`src/sv/i2cbs_pkg.sv`:
```
// i2cbs_pkg: command codes, step counts and the pin action record shared by the
// I2C master bit sequencer and its step decoder. No dependencies.
`timescale 1ns / 1ps
`default_nettype none

package i2cbs_pkg;

  typedef enum logic [2:0] {
    CMD_TICK  = 3'd0,
    CMD_START = 3'd1,
    CMD_STOP  = 3'd2,
    CMD_SEND  = 3'd3,
    CMD_RECV  = 3'd4,
    CMD_SACK  = 3'd5,
    CMD_RACK  = 3'd6
  } cmd_t;

  localparam logic [7:0]  MSB_MASK        = 8'h80;
  localparam logic [15:0] STEP_TICKS_RST  = 16'd5;

  // Pin writes and samples for the first tick of one step
  typedef struct packed {
    logic       scl_we;
    logic       scl_val;
    logic       sda_we;
    logic       sda_val;
    logic       shift_we;
    logic [7:0] shift_val;
    logic       ack_we;
    logic       ack_val;
  } act_t;

  function automatic logic [4:0] steps_of(input logic [2:0] c);
    logic [4:0] n;
    unique case (c)
      CMD_START: n = 5'd4;
      CMD_STOP:  n = 5'd3;
      CMD_SEND:  n = 5'd24;
      CMD_RECV:  n = 5'd25;
      CMD_SACK:  n = 5'd3;
      CMD_RACK:  n = 5'd4;
      default:   n = 5'd0;
    endcase
    return n;
  endfunction

endpackage

`default_nettype wire

```
`src/sv/i2cbs_step_decode.sv`:
```
// i2cbs_step_decode: pin action of the current step of the active command.
// Depends on i2cbs_pkg.
`timescale 1ns / 1ps
`default_nettype none

module i2cbs_step_decode
  import i2cbs_pkg::*;
(
  input  var cmd_t       cmd,
  input  wire  [4:0]     step,
  input  wire  [1:0]     phase,     // step within a bit (send/receive): data/SCL high, SCL high/sample, SCL low
  input  wire  [2:0]     bit_idx,   // bit position, MSB first
  input  wire  [7:0]     shift_byte,
  input  wire            ack_out,
  input  wire            sda_in,
  output act_t           act
);

  logic [7:0] bit_mask;

  assign bit_mask = MSB_MASK >> bit_idx;

  always_comb begin
    act = '0;
    unique case (cmd)
      CMD_START: begin
        unique case (step[1:0])
          2'd0:    begin act.scl_we = 1'b1; act.scl_val = 1'b1; end
          2'd1:    begin act.sda_we = 1'b1; act.sda_val = 1'b1; end
          2'd2:    begin act.sda_we = 1'b1; act.sda_val = 1'b0; end
          default: begin act.scl_we = 1'b1; act.scl_val = 1'b0; end
        endcase
      end
      CMD_STOP: begin
        priority if (step == 5'd0) begin
          act.sda_we = 1'b1; act.sda_val = 1'b0;
        end else if (step == 5'd1) begin
          act.scl_we = 1'b1; act.scl_val = 1'b1;
        end else begin
          act.sda_we = 1'b1; act.sda_val = 1'b1;
        end
      end
      CMD_SEND: begin
        priority if (phase == 2'd0) begin
          act.sda_we = 1'b1; act.sda_val = |(shift_byte & bit_mask);
        end else if (phase == 2'd1) begin
          act.scl_we = 1'b1; act.scl_val = 1'b1;
        end else begin
          act.scl_we = 1'b1; act.scl_val = 1'b0;
        end
      end
      CMD_RECV: begin
        priority if (step == 5'd0) begin
          act.sda_we = 1'b1; act.sda_val = 1'b1;
        end else if (phase == 2'd0) begin
          act.scl_we = 1'b1; act.scl_val = 1'b1;
        end else if (phase == 2'd1) begin
          act.shift_we  = sda_in;
          act.shift_val = shift_byte | bit_mask;
        end else begin
          act.scl_we = 1'b1; act.scl_val = 1'b0;
        end
      end
      CMD_SACK: begin
        priority if (step == 5'd0) begin
          act.sda_we = 1'b1; act.sda_val = ack_out;
        end else if (step == 5'd1) begin
          act.scl_we = 1'b1; act.scl_val = 1'b1;
        end else begin
          act.scl_we = 1'b1; act.scl_val = 1'b0;
        end
      end
      CMD_RACK: begin
        unique case (step[1:0])
          2'd0:    begin act.sda_we = 1'b1; act.sda_val = 1'b1; end
          2'd1:    begin act.scl_we = 1'b1; act.scl_val = 1'b1; end
          2'd2:    begin act.ack_we = 1'b1; act.ack_val = sda_in; end
          default: begin act.scl_we = 1'b1; act.scl_val = 1'b0; end
        endcase
      end
      default: ;
    endcase
  end

endmodule

`default_nettype wire

```
`src/sv/i2c_master_bit_sequencer.sv`:
```
// Each accepted word's result is registered in the result register, or in the skid register while that one waits.
// Throughput: one word per cycle while in_tready is high; each word is one tick, so the whole state
// update (step decode, tick counter, step counter) closes in that cycle.
// A two-entry output (result register plus skid register) keeps accepting
// while a result waits; in_tready drops only when both are full.
// Reset (rst_n low, synchronous): idle, SCL and SDA released, step_ticks = 5.
`timescale 1ns / 1ps
`default_nettype none

module i2c_master_bit_sequencer
  import i2cbs_pkg::*;
(
  input  wire         clk,
  input  wire         rst_n,
  // input words
  input  wire         in_tvalid,
  output logic        in_tready,
  input  wire  [15:0] in_tdata,   // [7:0] tx_data, [8] ack_level, [9] sda_in, rest zero
  input  wire  [2:0]  in_tuser,   // [2:0] cmd
  // result words
  output logic        out_tvalid,
  input  wire         out_tready,
  output logic [15:0] out_tdata,  // [0] scl_level, [1] sda_level, [2] busy_res,
                                  // [3] done_res, [11:4] rx_data, [12] ack_seen
  // step_ticks register
  input  wire         cfg_valid,
  output logic        cfg_ready,
  input  wire  [15:0] cfg_data
);

  // ---------------------------------------------------------------- config
  logic [15:0] step_ticks_r;
  logic [15:0] step_len;

  assign cfg_ready = 1'b1;
  // zero length behaves as one tick
  assign step_len  = (step_ticks_r == 16'd0) ? 16'd1 : step_ticks_r;

  always_ff @(posedge clk) begin
    if (!rst_n) begin
      step_ticks_r <= STEP_TICKS_RST;
    end else if (cfg_valid && cfg_ready) begin
      step_ticks_r <= cfg_data;
    end
  end

  // ---------------------------------------------------------------- state
  cmd_t       act_cmd_r,  act_cmd_nxt;
  logic [4:0] step_r,     step_nxt;
  logic [1:0] phase_r,    phase_nxt;
  logic [2:0] bit_r,      bit_nxt;
  logic [15:0] tick_r,    tick_nxt;
  logic [7:0] shift_r,    shift_nxt;
  logic [7:0] rx_r,       rx_nxt;
  logic       ack_bit_r,  ack_bit_nxt;
  logic       scl_r,      scl_nxt;
  logic       sda_r,      sda_nxt;
  logic       ack_out_r,  ack_out_nxt;

  logic        accept;
  logic [2:0]  in_cmd;
  logic        start;
  cmd_t        eff_cmd;
  logic [4:0]  eff_step;
  logic [1:0]  eff_phase;
  logic [2:0]  eff_bit;
  logic [15:0] eff_tick;
  logic [7:0]  eff_shift;
  logic        eff_ack_out;
  logic [15:0] tick_inc;
  logic        step_end;
  logic [4:0]  step_inc;
  logic        done;
  act_t        act;
  logic        shift_after;
  logic [7:0]  shift_cur;

  assign accept = in_tvalid && in_tready;
  assign in_cmd = in_tuser;
  // a new command only when idle; tick-only and the unused code never start
  assign start  = (act_cmd_r == CMD_TICK) && (in_cmd != CMD_TICK) && (steps_of(in_cmd) != 5'd0);

  always_comb begin
    eff_cmd     = start ? cmd_t'(in_cmd) : act_cmd_r;
    eff_step    = start ? 5'd0  : step_r;
    eff_phase   = start ? 2'd0  : phase_r;
    eff_bit     = start ? 3'd0  : bit_r;
    eff_tick    = start ? 16'd0 : tick_r;
    eff_shift   = shift_r;
    eff_ack_out = ack_out_r;
    if (start && (in_cmd == CMD_SEND)) eff_shift = in_tdata[7:0];
    if (start && (in_cmd == CMD_RECV)) eff_shift = 8'd0;
    if (start && (in_cmd == CMD_SACK)) eff_ack_out = in_tdata[8];
  end

  i2cbs_step_decode u_dec (
    .cmd        (eff_cmd),
    .step       (eff_step),
    .phase      (eff_phase),
    .bit_idx    (eff_bit),
    .shift_byte (eff_shift),
    .ack_out    (eff_ack_out),
    .sda_in     (in_tdata[9]),
    .act        (act)
  );

  assign tick_inc    = eff_tick + 16'd1;
  // counter wrap also ends the step
  assign step_end    = (tick_inc >= step_len) || (tick_inc == 16'd0);
  assign step_inc    = eff_step + 5'd1;
  assign shift_after = (eff_tick == 16'd0) && act.shift_we;
  assign shift_cur   = shift_after ? act.shift_val : eff_shift;

  always_comb begin
    act_cmd_nxt = eff_cmd;
    step_nxt    = eff_step;
    phase_nxt   = eff_phase;
    bit_nxt     = eff_bit;
    tick_nxt    = eff_tick;
    shift_nxt   = shift_cur;
    rx_nxt      = rx_r;
    ack_bit_nxt = ack_bit_r;
    scl_nxt     = scl_r;
    sda_nxt     = sda_r;
    ack_out_nxt = eff_ack_out;
    done        = 1'b0;
    if (eff_cmd != CMD_TICK) begin
      // pin action on the first tick of a step
      if (eff_tick == 16'd0) begin
        if (act.scl_we) scl_nxt     = act.scl_val;
        if (act.sda_we) sda_nxt     = act.sda_val;
        if (act.ack_we) ack_bit_nxt = act.ack_val;
      end
      if (step_end) begin
        tick_nxt = 16'd0;
        step_nxt = step_inc;
        // receive byte: the SDA release step sits before the bit phases
        if (!((eff_cmd == CMD_RECV) && (eff_step == 5'd0))) begin
          if (eff_phase == 2'd2) begin
            phase_nxt = 2'd0;
            bit_nxt   = eff_bit + 3'd1;
          end else begin
            phase_nxt = eff_phase + 2'd1;
          end
        end
        if (step_inc >= steps_of(eff_cmd)) begin
          if (eff_cmd == CMD_RECV) rx_nxt = shift_cur;
          act_cmd_nxt = CMD_TICK;
          step_nxt    = 5'd0;
          done        = 1'b1;
        end
      end else begin
        tick_nxt = tick_inc;
      end
    end
  end

  always_ff @(posedge clk) begin
    if (!rst_n) begin
      act_cmd_r <= CMD_TICK;
      step_r    <= 5'd0;
      phase_r   <= 2'd0;
      bit_r     <= 3'd0;
      tick_r    <= 16'd0;
      shift_r   <= 8'd0;
      rx_r      <= 8'd0;
      ack_bit_r <= 1'b0;
      scl_r     <= 1'b1;
      sda_r     <= 1'b1;
      ack_out_r <= 1'b0;
    end else if (accept) begin
      act_cmd_r <= act_cmd_nxt;
      step_r    <= step_nxt;
      phase_r   <= phase_nxt;
      bit_r     <= bit_nxt;
      tick_r    <= tick_nxt;
      shift_r   <= shift_nxt;
      rx_r      <= rx_nxt;
      ack_bit_r <= ack_bit_nxt;
      scl_r     <= scl_nxt;
      sda_r     <= sda_nxt;
      ack_out_r <= ack_out_nxt;
    end
  end

  // ---------------------------------------------------------------- result
  logic [15:0] res_word;
  logic        res_busy;

  assign res_busy = (act_cmd_nxt != CMD_TICK);
  assign res_word = {3'b000, ack_bit_nxt, rx_nxt, done, res_busy, sda_nxt, scl_nxt};

  logic        out_valid_r, out_valid_nxt;
  logic [15:0] out_data_r,  out_data_nxt;
  logic        skid_valid_r, skid_valid_nxt;
  logic [15:0] skid_data_r,  skid_data_nxt;
  logic        pop;

  assign pop       = out_valid_r && out_tready;
  assign in_tready = !skid_valid_r;

  always_comb begin
    out_valid_nxt  = out_valid_r;
    out_data_nxt   = out_data_r;
    skid_valid_nxt = skid_valid_r;
    skid_data_nxt  = skid_data_r;
    if (skid_valid_r) begin
      if (pop) begin
        out_data_nxt   = skid_data_r;
        skid_valid_nxt = 1'b0;
      end
    end else if (accept) begin
      if (!out_valid_r || pop) begin
        out_valid_nxt = 1'b1;
        out_data_nxt  = res_word;
      end else begin
        skid_valid_nxt = 1'b1;
        skid_data_nxt  = res_word;
      end
    end else if (pop) begin
      out_valid_nxt = 1'b0;
    end
  end

  always_ff @(posedge clk) begin
    if (!rst_n) begin
      out_valid_r  <= 1'b0;
      skid_valid_r <= 1'b0;
    end else begin
      out_valid_r  <= out_valid_nxt;
      skid_valid_r <= skid_valid_nxt;
    end
  end

  always_ff @(posedge clk) begin
    out_data_r  <= out_data_nxt;
    skid_data_r <= skid_data_nxt;
  end

  assign out_tvalid = out_valid_r;
  assign out_tdata  = out_data_r;

`ifndef SYNTH
  a_skid_needs_out: assert property (@(posedge clk) disable iff (!rst_n)
    skid_valid_r |-> out_valid_r)
    else $error("skid entry held while result register empty");

  a_skid_only_on_stall: assert property (@(posedge clk) disable iff (!rst_n)
    $rose(skid_valid_r) |-> $past(out_valid_r && !out_tready && accept))
    else $error("skid filled without a stalled result");

  a_idle_step_zero: assert property (@(posedge clk) disable iff (!rst_n)
    (act_cmd_r == CMD_TICK) |-> (step_r == 5'd0 && tick_r == 16'd0))
    else $error("idle with step or tick counter not cleared");

  a_tick_in_step: assert property (@(posedge clk) disable iff (!rst_n)
    (act_cmd_r != CMD_TICK) |-> (tick_r < step_len))
    else $error("tick counter beyond step length");

  a_done_not_busy: assert property (@(posedge clk) disable iff (!rst_n)
    accept && done |=> (act_cmd_r == CMD_TICK))
    else $error("command still active after done");
`endif

endmodule

`default_nettype wire
```
`config.mk`:
```
export PLATFORM = sky130hd
export DESIGN_NAME = i2c_master_bit_sequencer
export DESIGN_NICKNAME = d
export VERILOG_FILES = /design/src/sv/i2cbs_pkg.sv /design/src/sv/i2cbs_step_decode.sv /design/src/sv/i2c_master_bit_sequencer.sv
export SDC_FILE = /design/constraint.sdc
export NUM_CORES = 1
export LEC_CHECK = 0
export BUFFER_PORTS_ARGS = -buffer_cell sky130_fd_sc_hd__buf_4
export CAP_MARGIN = 20
export CORE_MARGIN = 4
export CORE_UTILIZATION = 55
export CTS_CLUSTER_DIAMETER = 50
export DETAILED_ROUTE_END_ITERATION = 10
export GPL_TIMING_DRIVEN = 0
export PLACE_DENSITY = 0.79
export SETUP_SLACK_MARGIN = 0.05
export SYNTH_ARGS = -nofsm -noshare
export SYNTH_HDL_FRONTEND = slang
export SYNTH_SLANG_ARGS = --single-unit
```
`constraint.sdc`:
```
create_clock -name clk -period 5.8 [get_ports clk]
set_input_delay 0.29 -clock clk [delete_from_list [all_inputs] [get_ports clk]]
set_output_delay 0.29 -clock clk [all_outputs]
set_load 0.05 [all_outputs]
```
==> results.md <==
- Initial antenna violation count: 0
- Worst-path fanout max: 10
- Clock Sinks: 93
- Worst IR drop on VDD: 144 uV
- Fmax: 0.182 GHz
- Max Slew Vio Count: 0
- Routability cong.: 0.936
- Register area share after synthesis: 0.348
- CP required: 5.94 ns
- Syn-to-layout area delta: 12.6%
- Final hold vios: 0
- Kind of start point of the critical path: register
- Drt pass-1 iters: 6
- Vias/cell: 6.46
- Gr ovfl total: 0
- Ys flop type: dfxtp_1
- Commonest cells post-synth: nand2_1, dfxtp_1, nor2_1
- Cell Area, Placed: 6640 um2
- Final ANT Viol Nets: 0
- Cell taking the most area after synthesis: dfxtp_1
- Vias in the first global route: 5823
- Site row count: 38
- CTS hold repair buffers: 0
- Wirelength per Cell: 18.8 um
- DR vias: 5995
- Nets: 857
- Routed wire length: 17.4 mm
- Mean post-synth cell area: 8.44 um2
- Design Area, Final: 6870 um2
- Number of flops mapped to enable cells by yosys: 26
- DIE HEIGHT: 113 um
- IO Pins: 59
- Synth cell types: 77
- Clk slew on worst S/H paths: 0.11 ns
- HPWL after detailed placement: 13.1 mm
- Hold crit path type: primary input to register
- Final worst slack: 0.312 ns
- Fraction of layout cells with a size suffix above 1: 0.143
- Slew HR: 0.366
- Port Buffers: 46
- Die X: 113 um
- TritonCTS Buffers: 9
- Top cells by area, synth: dfxtp_1, edfxtp_1, ha_1, nand2_1, nor2_1
- Worst setup EP type: register
- DRC errors left: 0
- Setup TNS: 0 ns
- Root buffer cell: clkbuf_8
- Final period utilization: 0.946
- Deepest clock path buffer count: 2
- Synthesized area: 6100 um2
- Total GRT Usage: 0.274
- CTS H-tree lvls: 3
- Asr flop ratio synth: 0
- Initial drt markers: 624
- Ys Warns: 0
- Pin count of the biggest net entering global routing: 17
- DP Worst Slack: -0.460 ns
- Clock skew: 0.0188 ns
- Core area: 10800 um2
- Full die area: 12800 um2
- Power Density: 228 nW/um2
- Outcome: complete, no violations
- P_leak: 2.66 nW
- Synth top area share: 0.220
- Unrepaired setup endpoints after global routing: no
- CP Class: register to register
- CTS tree: built
- Initial Utilization: 0.563
- Mapped Cells: 723
- Max_cap viols: 0
- Setup Viol. Count Final: 0
- Flops & latches, synth: 93
- Clock Latency Late Sink: 0.39 ns
- Min Tclk post-route: 5.49 ns
- Arrival time at the worst endpoint: 5.63 ns
- Post-CTS Resized: 4
- Top-count cell post-synth: nand2_1
- First-pass GRT wire length: 28.1 mm
- Ant. Diodes: 0
- Slew at the pin closest to its max-slew limit: 0.945 ns
- Post-CTS Setup Bufs: 0
==> layout make-up <==
cell class / count / area (um2)
Multi-Input combinational cell: 531 / 3600
Timing Repair Buffer: 47 / 353
Sequential cell: 93 / 2120
Clock buffer: 10 / 128
Tap cell: 140 / 175
Fill cell: 953 / 3970
Clock inverter: 6 / 67.6
Buffer: 53 / 249
Inverter: 48 / 180
==> cells by family (layout without fill, tap and decap cells) <==
logic type,Yosys count,count (layout),share of synthesized area
adders and majority gates,34,34,0.0697
muxes,26,26,0.0432
AOI/OAI and AO/OA,209,209,0.253
other,2,4,0.00123
buffers and inverters,101,164,0.0695
DFF,93,93,0.348
and+or+nand+nor,242,242,0.193
xor gates and xnor gates,16,16,0.0230
==> registers in the layout, indices dropped and copies added, names as in the netlist, 2 cells and up <==
name / count
out_tdata: 13
rx_r: 8
act_cmd_r: 3
step_ticks_r: 16
skid_data_r: 13
tick_r: 16
bit_r: 3
shift_r: 8
step_r: 5
phase_r: 2
==> routing by layer <==
layer	global-route usage	share of wire	vias up
li1	-	-	2799
met2	0.455	0.49	311
met5	0	0	-
met4	0.144	0.040	0
met1	0.339	0.39	2816
met3	0.0487	0.081	69
==> path summary, 6_finish.rpt <==
check | start | to | slack (ns) | depth (start not counted)
worst max-delay path | act_cmd_r[0]$_SDFFE_PN0P_ | out_tdata[3]$_DFFE_PP_ | 0.31 | 20
worst max register to register | act_cmd_r[0]$_SDFFE_PN0P_ | out_tdata[3]$_DFFE_PP_ | 0.31 | 20
worst min-delay path | out_tready | skid_valid_r$_SDFF_PN0_ | 0.08 | 2
worst min register to register | bit_r[1]$_SDFFE_PN0P_ | bit_r[1]$_SDFFE_PN0P_ | 0.48 | 2
==> worst max-delay path: stages (launching register included) <==
cell and delay [ns]:
dfxtp_1 0.33, clkbuf_2 0.19, nor3_4 0.39, nand3_2 0.29
clkbuf_2 0.30, nand2_1 0.15, inv_1 0.08, ha_1 0.27
nand4_1 0.15, buf_2 0.25, nor4_1 0.10, xnor2_1 0.28
nor2_1 0.14, ha_1 0.36, a21oi_1 0.17, nand2_1 0.08
a211oi_2 0.35, o311a_1 0.35, clkbuf_2 0.29, nand2_1 0.32
a32o_1 0.37
==> layout by cell type, fill, tap and decap left out, drive strengths merged, types with 6 or more instances in the layout <==
| master | synthesis | final |
|---|---|---|
| o21a | 7 | 7 |
| nand2 | 73 | 73 |
| a211oi | 17 | 17 |
| o21ai | 31 | 31 |
| inv | 48 | 52 |
| o22ai | 6 | 6 |
| or3 | 6 | 6 |
| nand4 | 20 | 20 |
| nand3 | 18 | 18 |
| o211ai | 20 | 20 |
| nor3 | 16 | 16 |
| nor2 | 64 | 64 |
| dfxtp | 67 | 67 |
| o311ai | 12 | 12 |
| xor2 | 7 | 7 |
| or2 | 7 | 7 |
| clkbuf | 38 | 48 |
| edfxtp | 26 | 26 |
| o31ai | 10 | 10 |
| mux2i | 23 | 23 |
| nor4 | 11 | 11 |
| ha | 34 | 34 |
| buf | 15 | 62 |
| a21oi | 41 | 41 |
| xnor2 | 9 | 9 |
==> report_power, final <==
| part | total [mW] | leakage [nW] | internal, mW | switching, mW |
|---|---|---|---|---|
| clock network | 0.455 | 0.102 | 0.204 | 0.251 |
| registers | 0.721 | 0.799 | 0.701 | 0.0206 |
| logic | 0.392 | 1.76 | 0.130 | 0.262 |
| total | 1.57 | 2.66 | 1.03 | 0.534 |
==> per-stage QoR <==
stage / utilization / std cells / total power, mW / hold slack [ns]
2_1_floorplan: - / 725 / 0.995 / 0.392
3_3_place_gp: 0.612 / 911 / 1.10 / 0.457
3_5_place_dp: 0.613 / 912 / 1.12 / 0.469
4_1_cts: 0.632 / 928 / 1.57 / 0.0659
5_1_grt: 0.634 / 928 / 1.64 / 0.0764
6_report: 0.634 / 928 / 1.57 / 0.0777
Power figures use the tool's default switching activity.
